**src/pmu_command_handshake_macros.svh**
```systemverilog
// ----------------------------------------------------------------------------
// pmu_command_handshake_macros
// Assertion macros shared by the power-manager handshake block.
// ----------------------------------------------------------------------------
// Both macros expect clk and rst to be visible where they are used.
`ifndef PMU_COMMAND_HANDSHAKE_MACROS_SVH
`define PMU_COMMAND_HANDSHAKE_MACROS_SVH

// The consequent must hold in the same cycle as the antecedent.
`define PMU_ASSERT_IMPLIES(lbl, ante, cons, msg) \
  lbl: assert property (@(posedge clk) disable iff (rst) (ante) |-> (cons)) \
    else $error(msg);

// The consequent must hold in the cycle after the antecedent.
`define PMU_ASSERT_NEXT(lbl, ante, cons, msg) \
  lbl: assert property (@(posedge clk) disable iff (rst) (ante) |=> (cons)) \
    else $error(msg);

`endif

```
**src/pmu_pkg.sv**
```systemverilog
// ----------------------------------------------------------------------------
// pmu_pkg
// Shared constants and types of the power-manager command handshake.
// ----------------------------------------------------------------------------
`default_nettype none

package pmu_pkg;

  localparam int BUF_BYTES_DEF  = 8;
  localparam int PRAM_BYTES_DEF = 128;

  // The first scratch bytes live in flip-flops, as the command decoder reads
  // and clears them directly.
  localparam int LO_BYTES = 4;
  localparam int LO_W     = $clog2(LO_BYTES);

  localparam logic [7:0] BYTE_IDLE = 8'hFF;

  localparam logic [3:0] ERR_NONE        = 4'd0;
  localparam logic [3:0] ERR_XW_LEN      = 4'd1;
  localparam logic [3:0] ERR_XW_RANGE    = 4'd2;
  localparam logic [3:0] ERR_XW_INDEX    = 4'd3;
  localparam logic [3:0] ERR_NOP_LEN     = 4'd4;
  localparam logic [3:0] ERR_XR_REQ      = 4'd5;
  localparam logic [3:0] ERR_TIME_LEN    = 4'd6;
  localparam logic [3:0] ERR_OW_LEN      = 4'd7;
  localparam logic [3:0] ERR_OW_INDEX    = 4'd8;
  localparam logic [3:0] ERR_OR_LEN      = 4'd9;
  localparam logic [3:0] ERR_OR_INDEX    = 4'd10;
  localparam logic [3:0] ERR_UNKNOWN     = 4'd11;
  localparam logic [3:0] ERR_SEND_PEND   = 4'd12;

  // Access from the sequencer to the byte stores.
  typedef struct packed {
    logic       wr;
    logic       rd;
    logic       pram;
    logic [7:0] addr;
    logic [7:0] data;
  } mem_req_t;

  // One result word.
  typedef struct packed {
    logic       ready_write;
    logic       ready_level;
    logic       bus_write;
    logic [7:0] bus_out;
    logic       task_request;
    logic [3:0] error_code;
  } rsp_t;

endpackage

`default_nettype wire

```
**src/pmu_store.sv**
```systemverilog
// ----------------------------------------------------------------------------
// pmu_store
// Parameter RAM and upper scratch buffer, with per-entry valid bits so that
// never-written entries read as zero straight after reset.
// ----------------------------------------------------------------------------
`default_nettype none

module pmu_store #(
  parameter int BUF_BYTES  = pmu_pkg::BUF_BYTES_DEF,
  parameter int PRAM_BYTES = pmu_pkg::PRAM_BYTES_DEF
) (
  input  logic               clk,
  input  logic               rst,
  input  pmu_pkg::mem_req_t  req,
  output logic [7:0]         rd_data
);

  localparam int PA = $clog2(PRAM_BYTES);
  localparam int SA = $clog2(BUF_BYTES);

  logic [7:0]            pram_mem [PRAM_BYTES];
  logic [7:0]            scr_mem  [BUF_BYTES];
  logic [PRAM_BYTES-1:0] pram_vld;
  logic [BUF_BYTES-1:0]  scr_vld;

  logic [7:0]    pram_q;
  logic [7:0]    scr_q;
  logic          q_pram;
  logic          q_ok;

  logic          pram_hit;
  logic          scr_hit;
  logic [PA-1:0] pram_idx;
  logic [SA-1:0] scr_idx;

  assign pram_idx = req.addr[PA-1:0];
  assign scr_idx  = req.addr[SA-1:0];
  assign pram_hit = req.pram && ({1'b0, req.addr} < 9'(PRAM_BYTES));
  assign scr_hit  = !req.pram && (req.addr >= 8'(pmu_pkg::LO_BYTES))
                    && ({1'b0, req.addr} < 9'(BUF_BYTES));

  always_ff @(posedge clk) begin
    if (req.wr && pram_hit) begin
      pram_mem[pram_idx] <= req.data;
    end
    if (req.wr && scr_hit) begin
      scr_mem[scr_idx] <= req.data;
    end
    if (req.rd) begin
      pram_q <= pram_mem[pram_idx];
      scr_q  <= scr_mem[scr_idx];
      q_pram <= req.pram;
      q_ok   <= pram_hit ? pram_vld[pram_idx] : (scr_hit ? scr_vld[scr_idx] : 1'b0);
    end
  end

  always_ff @(posedge clk) begin
    if (rst) begin
      pram_vld <= '0;
      scr_vld  <= '0;
    end else if (req.wr) begin
      if (pram_hit) begin
        pram_vld[pram_idx] <= 1'b1;
      end
      if (scr_hit) begin
        scr_vld[scr_idx] <= 1'b1;
      end
    end
  end

  // An entry outside the store, or never written, reads as zero.
  assign rd_data = !q_ok ? 8'h00 : (q_pram ? pram_q : scr_q);

endmodule

`default_nettype wire

```
**src/pmu_core.sv**
```systemverilog
// ----------------------------------------------------------------------------
// pmu_core
// Protocol sequencer: handles one bus event per step, holds the transfer
// state and the lower scratch bytes, and issues store accesses.
// ----------------------------------------------------------------------------
`default_nettype none

module pmu_core #(
  parameter int BUF_BYTES = pmu_pkg::BUF_BYTES_DEF
) (
  input  logic              clk,
  input  logic              rst,
  input  logic              step,
  input  logic              mode,
  input  logic              to_ready,
  input  logic [7:0]        bus_in,
  input  logic [7:0]        mem_data,
  output pmu_pkg::mem_req_t mem_req,
  output pmu_pkg::rsp_t     rsp
);

  localparam logic [7:0] CMD_NOP_10   = 8'h10;
  localparam logic [7:0] CMD_NOP_E0   = 8'hE0;
  localparam logic [7:0] CMD_NOP_21   = 8'h21;
  localparam logic [7:0] CMD_XPRAM_WR = 8'h32;
  localparam logic [7:0] CMD_XPRAM_RD = 8'h3A;
  localparam logic [7:0] CMD_OPRAM_WR = 8'h31;
  localparam logic [7:0] CMD_OPRAM_RD = 8'h39;
  localparam logic [7:0] CMD_SELFTEST = 8'hEC;
  localparam logic [7:0] CMD_INTR     = 8'h78;
  localparam logic [7:0] CMD_BATTERY  = 8'h68;
  localparam logic [7:0] CMD_SLEEP    = 8'h7F;
  localparam logic [7:0] CMD_PROBE    = 8'hE8;
  localparam logic [7:0] CMD_TIME     = 8'h38;

  localparam logic [8:0] XPRAM_LIMIT = 9'h080;
  localparam logic [7:0] OPRAM_LEN   = 8'd20;
  localparam logic [7:0] OPRAM_HI    = 8'd16;
  localparam logic [7:0] OPRAM_LO    = 8'd8;
  localparam logic [7:0] OPRAM_LO_N  = 8'd4;
  localparam logic [7:0] PROBE_B1    = 8'hEE;
  localparam logic [7:0] PROBE_B2    = 8'h01;
  localparam logic [7:0] PROBE_HIT   = 8'h20;

  typedef enum logic [2:0] {
    PH_CMD     = 3'd0,
    PH_RXLEN   = 3'd1,
    PH_RXBUF   = 3'd2,
    PH_RXDONE  = 3'd3,
    PH_SENDLEN = 3'd4,
    PH_SENDBUF = 3'd5
  } phase_t;

  typedef struct packed {
    phase_t                             phase;
    logic [7:0]                         command;
    logic [7:0]                         length;
    logic [7:0]                         index;
    logic [7:0]                         chunk_left;
    logic                               ptr_in_pram;
    logic [7:0]                         ptr_offset;
    logic [7:0]                         send_byte;
    logic [pmu_pkg::LO_BYTES-1:0][7:0]  b;
    logic [3:0]                         err;
    logic                               ptr_set;
  } work_t;

  phase_t                             phase;
  logic [7:0]                         command;
  logic [7:0]                         length;
  logic [7:0]                         index;
  logic [7:0]                         chunk_left;
  logic                               ptr_in_pram;
  logic [7:0]                         ptr_offset;
  logic [7:0]                         send_byte;
  logic                               send_pending;
  logic                               send_mem;
  logic                               ready_held;
  logic [pmu_pkg::LO_BYTES-1:0][7:0]  lo_buf;

  work_t              w_next;
  logic               pend_next;
  logic               held_next;
  logic               rd_issue;
  pmu_pkg::mem_req_t  req_raw;

  function automatic logic [3:0] first_err(input logic [3:0] cur, input logic [3:0] code);
    return (cur == pmu_pkg::ERR_NONE) ? code : cur;
  endfunction

  function automatic work_t set_ptr(input work_t w_in, input logic pram,
                                    input logic [7:0] off, input logic [7:0] n);
    work_t w;
    w = w_in;
    w.ptr_in_pram = pram;
    w.ptr_offset  = off;
    w.chunk_left  = n;
    return w;
  endfunction

  function automatic work_t start_reply(input work_t w_in, input logic [7:0] code,
                                        input logic [7:0] len);
    work_t w;
    w = w_in;
    w.send_byte = code;
    w.length    = len;
    w.phase     = PH_SENDLEN;
    return w;
  endfunction

  // A chunk with no command-specific pointer goes through the scratch buffer.
  function automatic work_t next_chunk(input work_t w_in);
    work_t      w;
    logic [8:0] n;
    w = w_in;
    n = {1'b0, w.length - w.index};
    if (n >= 9'(BUF_BYTES)) begin
      n = 9'(BUF_BYTES);
    end
    w = set_ptr(w, 1'b0, 8'd0, n[7:0]);
    return w;
  endfunction

  function automatic work_t cmd_op(input work_t w_in);
    work_t      w;
    logic       done;
    logic [8:0] sum01;
    logic [8:0] len_chk;
    w       = w_in;
    w.ptr_set = 1'b0;
    done    = (w.phase == PH_RXDONE);
    sum01   = {1'b0, w.b[0]} + {1'b0, w.b[1]};
    len_chk = {1'b0, w.b[1]} + 9'd2;
    case (w.command)
      CMD_NOP_10, CMD_NOP_E0: begin
      end
      CMD_XPRAM_WR: begin
        if (w.phase == PH_RXBUF) begin
          if (w.index == 8'd0) begin
            if (w.length >= 8'd2) begin
              w = set_ptr(w, 1'b0, 8'd0, 8'd2);
              w.ptr_set = 1'b1;
            end else begin
              w.err = first_err(w.err, pmu_pkg::ERR_XW_LEN);
            end
          end else if (w.index == 8'd2) begin
            if ((len_chk == {1'b0, w.length}) && (sum01 <= XPRAM_LIMIT)) begin
              w = set_ptr(w, 1'b1, w.b[0], w.b[1]);
              w.ptr_set = 1'b1;
            end else begin
              w.err = first_err(w.err, pmu_pkg::ERR_XW_RANGE);
            end
          end else begin
            w.err = first_err(w.err, pmu_pkg::ERR_XW_INDEX);
          end
        end
      end
      CMD_NOP_21: begin
        if (done && (w.length != 8'd0)) begin
          w.err = first_err(w.err, pmu_pkg::ERR_NOP_LEN);
        end
      end
      CMD_SELFTEST: begin
        if (done) begin
          w = start_reply(w, 8'h00, 8'd0);
        end
      end
      CMD_INTR, CMD_BATTERY, CMD_SLEEP: begin
        if (done) begin
          w.b[0] = 8'h00;
          w = start_reply(w, 8'h00, 8'd1);
        end
      end
      CMD_PROBE: begin
        if (done) begin
          w.b[0] = ((w.length == 8'd3) && (w.b[0] == 8'h00) && (w.b[1] == PROBE_B1)
                    && (w.b[2] == PROBE_B2)) ? PROBE_HIT : 8'h00;
          w = start_reply(w, 8'h00, 8'd1);
        end
      end
      CMD_XPRAM_RD: begin
        if (done) begin
          if ((w.length == 8'd2) && (sum01 <= XPRAM_LIMIT)) begin
            w = set_ptr(w, 1'b1, w.b[0], w.b[1]);
            w = start_reply(w, 8'h00, w.b[1]);
          end else begin
            w.err = first_err(w.err, pmu_pkg::ERR_XR_REQ);
          end
        end
      end
      CMD_TIME: begin
        if (done) begin
          if (w.length == 8'd0) begin
            w.b = '0;
            w = start_reply(w, 8'h00, 8'd4);
          end else begin
            w.err = first_err(w.err, pmu_pkg::ERR_TIME_LEN);
          end
        end
      end
      CMD_OPRAM_WR: begin
        if (done) begin
          if (w.length != OPRAM_LEN) begin
            w.err = first_err(w.err, pmu_pkg::ERR_OW_LEN);
          end
        end else if ((w.phase == PH_RXBUF) && (w.length == OPRAM_LEN)) begin
          if (w.index == 8'd0) begin
            w = set_ptr(w, 1'b1, OPRAM_HI, OPRAM_HI);
            w.ptr_set = 1'b1;
          end else if (w.index == OPRAM_HI) begin
            w = set_ptr(w, 1'b1, OPRAM_LO, OPRAM_LO_N);
            w.ptr_set = 1'b1;
          end else begin
            w.err = first_err(w.err, pmu_pkg::ERR_OW_INDEX);
          end
        end
      end
      CMD_OPRAM_RD: begin
        if (done) begin
          if (w.length == 8'd0) begin
            w = start_reply(w, 8'h00, OPRAM_LEN);
          end else begin
            w.err = first_err(w.err, pmu_pkg::ERR_OR_LEN);
          end
        end else if (w.phase == PH_SENDBUF) begin
          if (w.index == 8'd0) begin
            w = set_ptr(w, 1'b1, OPRAM_HI, OPRAM_HI);
            w.ptr_set = 1'b1;
          end else if (w.index == OPRAM_HI) begin
            w = set_ptr(w, 1'b1, OPRAM_LO, OPRAM_LO_N);
            w.ptr_set = 1'b1;
          end else begin
            w.err = first_err(w.err, pmu_pkg::ERR_OR_INDEX);
          end
        end
      end
      default: begin
        if (done) begin
          w.err = first_err(w.err, pmu_pkg::ERR_UNKNOWN);
        end
      end
    endcase
    return w;
  endfunction

  always_comb begin : step_logic
    work_t      w;
    logic       pend;
    logic       rh;
    logic       rw;
    logic       bw;
    logic [7:0] bus;
    logic       tsk;
    logic       chk;
    w.phase       = phase;
    w.command     = command;
    w.length      = length;
    w.index       = index;
    w.chunk_left  = chunk_left;
    w.ptr_in_pram = ptr_in_pram;
    w.ptr_offset  = ptr_offset;
    // A byte fetched from a store on the previous step arrives here.
    w.send_byte   = send_mem ? mem_data : send_byte;
    w.b           = lo_buf;
    w.err         = pmu_pkg::ERR_NONE;
    w.ptr_set     = 1'b0;
    pend     = send_pending;
    rh       = ready_held;
    rw       = 1'b0;
    bw       = 1'b0;
    bus      = 8'h00;
    tsk      = 1'b0;
    chk      = 1'b0;
    rd_issue = 1'b0;
    req_raw  = '0;

    if (mode) begin
      if (pend) begin
        pend = 1'b0;
        bw   = 1'b1;
        bus  = w.send_byte;
        rw   = 1'b1;
        rh   = 1'b0;
      end
    end else begin
      // A ready change that overtakes a pending send drops it.
      if (pend) begin
        pend  = 1'b0;
        w.err = pmu_pkg::ERR_SEND_PEND;
        rw    = 1'b1;
        rh    = 1'b0;
      end
      case (w.phase)
        PH_CMD: begin
          rw = 1'b1;
          if (!to_ready) begin
            rh = 1'b0;
          end else begin
            w.command = bus_in;
            w.phase   = PH_RXLEN;
            rh        = 1'b1;
          end
        end
        PH_RXLEN: begin
          rw = 1'b1;
          if (!to_ready) begin
            rh = 1'b0;
          end else begin
            w.length     = bus_in;
            w.index      = 8'd0;
            w.chunk_left = 8'd0;
            w.phase      = PH_RXBUF;
            chk          = 1'b1;
            rh           = 1'b1;
          end
        end
        PH_RXBUF: begin
          rw = 1'b1;
          if (!to_ready) begin
            rh = 1'b0;
          end else begin
            if (w.chunk_left == 8'd0) begin
              w = cmd_op(w);
              if (!w.ptr_set) begin
                w = next_chunk(w);
              end
            end
            if (!w.ptr_in_pram && (w.ptr_offset < 8'(pmu_pkg::LO_BYTES))) begin
              w.b[w.ptr_offset[pmu_pkg::LO_W-1:0]] = bus_in;
            end else begin
              req_raw.wr = 1'b1;
            end
            req_raw.pram = w.ptr_in_pram;
            req_raw.addr = w.ptr_offset;
            req_raw.data = bus_in;
            w.ptr_offset = w.ptr_offset + 8'd1;
            w.chunk_left = w.chunk_left - 8'd1;
            w.index      = w.index + 8'd1;
            chk          = 1'b1;
            rh           = 1'b1;
          end
        end
        PH_SENDLEN: begin
          if (!to_ready) begin
            rw = 1'b1;
            rh = 1'b1;
          end else begin
            w.send_byte = w.length;
            w.phase     = PH_SENDBUF;
            pend        = 1'b1;
            tsk         = 1'b1;
          end
        end
        PH_SENDBUF: begin
          if (!to_ready) begin
            rw = 1'b1;
            rh = 1'b1;
          end else if (w.index == w.length) begin
            w.phase = PH_CMD;
            bw      = 1'b1;
            bus     = pmu_pkg::BYTE_IDLE;
          end else begin
            if (w.chunk_left == 8'd0) begin
              w = cmd_op(w);
              if (!w.ptr_set) begin
                w = next_chunk(w);
              end
            end
            if (!w.ptr_in_pram && (w.ptr_offset < 8'(pmu_pkg::LO_BYTES))) begin
              w.send_byte = w.b[w.ptr_offset[pmu_pkg::LO_W-1:0]];
            end else begin
              rd_issue   = 1'b1;
              req_raw.rd = 1'b1;
            end
            req_raw.pram = w.ptr_in_pram;
            req_raw.addr = w.ptr_offset;
            w.ptr_offset = w.ptr_offset + 8'd1;
            w.chunk_left = w.chunk_left - 8'd1;
            w.index      = w.index + 8'd1;
            pend         = 1'b1;
            tsk          = 1'b1;
          end
        end
        default: begin
        end
      endcase

      // End of the request: run the command, then reply or return to idle.
      if (chk && (w.index == w.length)) begin
        w.phase = PH_RXDONE;
        w = cmd_op(w);
        if (!w.command[3]) begin
          w.phase = PH_CMD;
          bw      = 1'b1;
          bus     = pmu_pkg::BYTE_IDLE;
        end else begin
          if (w.phase != PH_SENDLEN) begin
            w = start_reply(w, pmu_pkg::BYTE_IDLE, 8'd0);
          end
          w.index = 8'd0;
          pend    = 1'b1;
          tsk     = 1'b1;
        end
      end
    end

    w_next    = w;
    pend_next = pend;
    held_next = rh;

    rsp.ready_write  = rw;
    rsp.ready_level  = rh;
    rsp.bus_write    = bw;
    rsp.bus_out      = bw ? bus : 8'h00;
    rsp.task_request = tsk;
    rsp.error_code   = w.err;
  end

  always_comb begin
    mem_req    = req_raw;
    mem_req.wr = req_raw.wr && step;
    mem_req.rd = req_raw.rd && step;
  end

  always_ff @(posedge clk) begin
    if (rst) begin
      phase        <= PH_CMD;
      command      <= 8'h00;
      length       <= 8'h00;
      index        <= 8'h00;
      chunk_left   <= 8'h00;
      ptr_in_pram  <= 1'b0;
      ptr_offset   <= 8'h00;
      send_byte    <= 8'h00;
      send_pending <= 1'b0;
      send_mem     <= 1'b0;
      ready_held   <= 1'b0;
      lo_buf       <= '0;
    end else if (step) begin
      phase        <= w_next.phase;
      command      <= w_next.command;
      length       <= w_next.length;
      index        <= w_next.index;
      chunk_left   <= w_next.chunk_left;
      ptr_in_pram  <= w_next.ptr_in_pram;
      ptr_offset   <= w_next.ptr_offset;
      send_byte    <= w_next.send_byte;
      send_pending <= pend_next;
      send_mem     <= rd_issue;
      ready_held   <= held_next;
      lo_buf       <= w_next.b;
    end
  end

endmodule

`default_nettype wire

```
**src/pmu_command_handshake.sv**
```systemverilog
// ----------------------------------------------------------------------------
// pmu_command_handshake
// Power-manager side of a byte-wide command handshake bus.
//
// Each request word is one bus event: a change of the host ready line or a
// delayed send tick. The block takes one word per clock cycle while the
// request side is not stalled, and returns exactly one result word for each:
// the word is held in the input register and passes through the protocol
// sequencer into the result register. A result that waits on a stalled
// output keeps one more word in the input register before the request side
// is stalled. Reply bytes read from the parameter RAM or scratch buffer land
// in a registered memory read port and are used by the next event, so a send
// tick may follow at once. The parameter RAM reads as zero after reset
// through per-entry valid bits, with no clearing pass.
// ----------------------------------------------------------------------------
`default_nettype none

`include "pmu_command_handshake_macros.svh"

module pmu_command_handshake #(
  parameter int BUF_BYTES  = pmu_pkg::BUF_BYTES_DEF,
  parameter int PRAM_BYTES = pmu_pkg::PRAM_BYTES_DEF
) (
  input  logic       clk,
  input  logic       rst,
  input  logic       req_valid,
  output logic       req_stall,
  input  logic       mode,
  input  logic       to_ready,
  input  logic [7:0] bus_in,
  output logic       rsp_valid,
  input  logic       rsp_stall,
  output logic       ready_write,
  output logic       ready_level,
  output logic       bus_write,
  output logic [7:0] bus_out,
  output logic       task_request,
  output logic [3:0] error_code
);

  logic              in_valid_q;
  logic              in_mode_q;
  logic              in_ready_q;
  logic [7:0]        in_bus_q;
  logic              advance;
  logic              step;
  pmu_pkg::rsp_t     rsp_comb;
  pmu_pkg::rsp_t     rsp_q;
  pmu_pkg::mem_req_t mem_req;
  logic [7:0]        mem_data;

  assign advance   = !rsp_valid || !rsp_stall;
  assign step      = in_valid_q && advance;
  assign req_stall = in_valid_q && !advance;

  always_ff @(posedge clk) begin
    if (rst) begin
      in_valid_q <= 1'b0;
    end else if (!req_stall) begin
      in_valid_q <= req_valid;
    end
  end

  always_ff @(posedge clk) begin
    if (req_valid && !req_stall) begin
      in_mode_q  <= mode;
      in_ready_q <= to_ready;
      in_bus_q   <= bus_in;
    end
  end

  pmu_core #(
    .BUF_BYTES (BUF_BYTES)
  ) u_core (
    .clk      (clk),
    .rst      (rst),
    .step     (step),
    .mode     (in_mode_q),
    .to_ready (in_ready_q),
    .bus_in   (in_bus_q),
    .mem_data (mem_data),
    .mem_req  (mem_req),
    .rsp      (rsp_comb)
  );

  pmu_store #(
    .BUF_BYTES  (BUF_BYTES),
    .PRAM_BYTES (PRAM_BYTES)
  ) u_store (
    .clk     (clk),
    .rst     (rst),
    .req     (mem_req),
    .rd_data (mem_data)
  );

  always_ff @(posedge clk) begin
    if (rst) begin
      rsp_valid <= 1'b0;
    end else if (advance) begin
      rsp_valid <= in_valid_q;
    end
  end

  always_ff @(posedge clk) begin
    if (step) begin
      rsp_q <= rsp_comb;
    end
  end

  assign ready_write  = rsp_q.ready_write;
  assign ready_level  = rsp_q.ready_level;
  assign bus_write    = rsp_q.bus_write;
  assign bus_out      = rsp_q.bus_out;
  assign task_request = rsp_q.task_request;
  assign error_code   = rsp_q.error_code;

  `PMU_ASSERT_IMPLIES(a_pend_drop_drives_ready, rsp_valid && (error_code == pmu_pkg::ERR_SEND_PEND), ready_write, "dropped send did not drive the ready line")
  `PMU_ASSERT_IMPLIES(a_task_excl_bus, rsp_valid && task_request, !bus_write, "send tick requested while driving the bus")
  `PMU_ASSERT_IMPLIES(a_no_stall_when_empty, !rsp_valid, !req_stall, "request stalled with an empty result register")
  `PMU_ASSERT_NEXT(a_word_moves_on, in_valid_q && !rsp_valid, rsp_valid, "held word did not reach the result register")

endmodule

`default_nettype wire
```
**config.mk**
```make
export PLATFORM = sky130hd
export DESIGN_NAME = pmu_command_handshake
export DESIGN_NICKNAME = d
export VERILOG_FILES = /design/src/pmu_pkg.sv /design/src/pmu_store.sv /design/src/pmu_core.sv /design/src/pmu_command_handshake.sv
export VERILOG_INCLUDE_DIRS = /design/src /design/src/src
export SDC_FILE = /design/constraint.sdc
export NUM_CORES = 2
export LEC_CHECK = 0
export BUFFER_PORTS_ARGS = -buffer_cell sky130_fd_sc_hd__clkbuf_2
export CAP_MARGIN = 20
export CELL_PAD_IN_SITES_DETAIL_PLACEMENT = 0
export CELL_PAD_IN_SITES_GLOBAL_PLACEMENT = 2
export CORE_MARGIN = 2
export CORE_UTILIZATION = 45
export DETAILED_ROUTE_END_ITERATION = 8
export GPL_TIMING_DRIVEN = 1
export PLACE_DENSITY = 0.85
export SETUP_SLACK_MARGIN = 0.2
export SLEW_MARGIN = 10
export SYNTH_ARGS = -nofsm -noshare
export SYNTH_HDL_FRONTEND = slang
export SYNTH_HIERARCHICAL = 1
export SYNTH_SLANG_ARGS = --single-unit
```
**constraint.sdc**
```tcl
create_clock -name clk -period 17.8 [get_ports clk]
set_input_delay 0.89 -clock clk [delete_from_list [all_inputs] [get_ports clk]]
set_output_delay 0.89 -clock clk [all_outputs]
set_load 0.02 [all_outputs]
```
==> impl_metrics.env <==
export IMPL_clock_latency_ps=790
export IMPL_ys_flop_type="edfxtp_1"
export IMPL_core_um2=133000
export IMPL_finalWorstSetupSlack_ps=7360
export IMPL_postCtsHoldBufs=0
export IMPL_power_density_nw_per_um2=95.2
export IMPL_fillers=11500
export IMPL_crit_path_max_incr_delay_ps=830
export IMPL_ys_seq_area_frac=0.635
export IMPL_synth_top_area_cell="edfxtp_1"
export IMPL_yosysWarnings=6
export IMPL_ys_ff_latch=1353
export IMPL_power_frac_seq=0.534
export IMPL_numCtsBuffers=142
export IMPL_pwr_share_clk=0.442
export IMPL_syn_area_per_cell_um2=13.3
export IMPL_leakage_nw=18.9
export IMPL_max_clock_freq_mhz=95.8
export IMPL_tightest_slew_ps=1200
export IMPL_die_area_um2=137000
export IMPL_portBuffers=31
export IMPL_synth_edf_count=1132
export IMPL_clockBufferDepth=3
export IMPL_cts_sinks=1353
export IMPL_status="finished, final reports clean"
export IMPL_initial_core_util=0.453
export IMPL_cp_max_fo=12
export IMPL_top_usage_layer="met2"
export IMPL_hp_class="in2reg"
export IMPL_gp_congestion=0.977
export IMPL_grt_ovfl_total=0
export IMPL_rsz0062_at_grt="false"
export IMPL_dp_hpwl_mm=128
export IMPL_p_comb_frac=0.025
export IMPL_p_int_mw=5.04
export IMPL_cts_resized=0
export IMPL_met1_usage=0.427
export IMPL_io_pins=32
export IMPL_postCtsSetupRepairBufs=0
export IMPL_die_y_um=371
export IMPL_drc=0
export IMPL_via_count=42600
export IMPL_wl_mm=204
export IMPL_cpMostUsedCell="a21o_1"
export IMPL_setup_tns_final_ps=0
export IMPL_grt_use_met2=0.430
export IMPL_p_switching_mw=1.35
export IMPL_cts_clk_slew_worst_paths_ps=60
export IMPL_vias_per_cell=6.61
export IMPL_hold_violations=0
export IMPL_async_flop_share=0
export IMPL_syn_cell_area_um2=60500
export IMPL_synthDistinctLibCells=112
export IMPL_period_share=0.586
export IMPL_max_cap_violations=0
export IMPL_grt_pass1_vias=40300
export IMPL_sw_frac_of_total=0.211
export IMPL_layout_nets=4606
export IMPL_wl_per_cell_um=31.7
export IMPL_num_rows=134
export IMPL_cp_arrival_ps=11070
export IMPL_synth_area_leaders="edfxtp_1 56%, dfxtp_1 7.3%, mux4_2 5.1%"
export IMPL_finalCriticalPeriod_ps=10440
export IMPL_grt_pass1_wl_mm=292
export IMPL_dr_pass1_iters=6
export IMPL_root_buffer="clkbuf_16"
export IMPL_cts_tree="built"
export IMPL_first_iter_violations=6280
export IMPL_synth_common_cells="1132 x edfxtp_1, 623 x nor2_1, 232 x nand2_1"
export IMPL_max_slew_margin=0.197
export IMPL_crit_type="reg2reg"
export IMPL_grt_max_degree=118
export IMPL_peakVddDrop_uv=83.9
export IMPL_final_layout_size_suffix_gt1_frac=0.148
export IMPL_cp_slowest_cell="o41ai_1"
export IMPL_cp_start_kind="flop"
export IMPL_antenna_found_initial=4
export IMPL_worstPathRequired_ps=18430
export IMPL_dp_slack_ps=7690
export IMPL_use_met3=0.0686
export IMPL_yosysMostFrequentCell="edfxtp_1"
export IMPL_finClkSkew_ps=46.9
export IMPL_synth_top_area_share=0.562
export IMPL_syn_inst=4547
export IMPL_final_max_slew_viol_count=0
export IMPL_die_w_um=371
export IMPL_endpoint_kind="flop"
export IMPL_setup_viol=0
export IMPL_ant_nets=0
export IMPL_htreeDepth=4
export IMPL_grt_util_all_layers=0.293
export IMPL_area_growth_pct=10.8
path summary, 6_finish.rpt:
kind                                   endpoint  slack [ps]  depth (start not counted)                          startpoint
max            u_core/send_byte[3]$_SDFFE_PP0P_        7360                         29       u_core/lo_buf[9]$_SDFFE_PP0P_
min                       in_bus_q[7]$_DFFE_PP_         280                          1                           bus_in[7]
max reg2reg    u_core/send_byte[3]$_SDFFE_PP0P_        7360                         29       u_core/lo_buf[9]$_SDFFE_PP0P_
min reg2reg  u_store/pram_vld[124]$_SDFFE_PP0P_         460                          2  u_store/pram_vld[124]$_SDFFE_PP0P_
critical path, delay by kind of cell, from the launching register on:
| family | cells | cell delay (ps) |
|---|---|---|
| flip-flops | 1 | 540 |
| adder cells (fa/ha/maj) | 4 | 1430 |
| AND/OR/NAND/NOR | 10 | 3520 |
| buffers and inverters | 1 | 120 |
| AO/OA/AOI/OAI | 13 | 4210 |
| multiplexers | 1 | 460 |
power by group through the flow:
| stage | logic (mW) | registers, mW | clock network, mW |
|---|---|---|---|
| after floorplan | 0.0985 | 3.47 | 0 |
| after global placement | 0.153 | 3.47 | 0 |
| after detailed placement | 0.152 | 3.47 | 0 |
| after CTS | 0.153 | 3.41 | 2.85 |
| after global routing | 0.167 | 3.41 | 2.98 |
| final | 0.158 | 3.41 | 2.82 |
layout by cell type, fill, tap and decap left out, types with 32 or more instances in the layout:
cell       Yosys  layout
mux2i_1      106     106
clkbuf_16      0     144
edfxtp_1    1132    1132
buf_4         41     129
nor2_1       623     611
dfxtp_1      221     221
conb_1         1      32
o22ai_1       38      38
o211ai_1      33      33
a21oi_1      158     157
xnor2_1       36      36
a211oi_1      46      46
nand2_1      232     231
a22oi_1      110     110
clkbuf_1     172      46
inv_1         49      48
a221oi_1     164     164
mux2_2        96      96
a31oi_1       44      44
o21ai_0      156     155
nor3_1        61      59
mux4_2       138     138
nand3_1       73      73
ha_1          35      35
final cells by class:
class | count | area (um^2) | area share
Multi-Input combinational cell | 2837 | 20500 | 0.306
Clock buffer | 199 | 3900 | 0.0582
Tap cell | 1768 | 2210 | 0.0330
Timing Repair Buffer | 168 | 1280 | 0.0191
Sequential cell | 1353 | 38400 | 0.573
Inverter | 52 | 199 | 0.00297
Clock inverter | 62 | 502 | 0.00748
Antenna cell | 2 | 5.00 | 0.0000746
metal layers:
layer	wire [um]	part of all wire
met4	7320	0.036
met5	38	0.00019
met1	84000	0.41
met2	88900	0.44
met3	23700	0.12
registers in the layout, summed over array words and instances (netlist names), 32 cells and up:
register,cells
u_store/pram_vld,128
u_store/scr_mem,64
u_store/pram_mem,1024
u_core/lo_buf,32
cell families (layout without fill, tap and decap cells):
kind of cell	count (synthesis)	in the layout	synth area share
other cells	1	34	0.0000620
fa+ha+maj	38	38	0.00823
buf+inv	388	481	0.0303
compound gates	1077	1077	0.129
xor+xnor	51	51	0.00738
simple gates	1264	1264	0.0964
mux	375	375	0.0935
flops	1353	1353	0.635
stage by stage:
step	power, mW	cells	utilization	area (um^2)	hold slack, ps
6_report	6.39	6441	0.502	67100	280
3_5_place_dp	3.63	6171	0.469	62600	451
3_3_place_gp	3.63	6169	0.469	62500	444
4_1_cts	6.42	6432	0.502	67000	231
2_1_floorplan	3.57	4578	-	60600	431
5_1_grt	6.55	6439	0.502	67100	251
(Power assumes the default switching activity.)
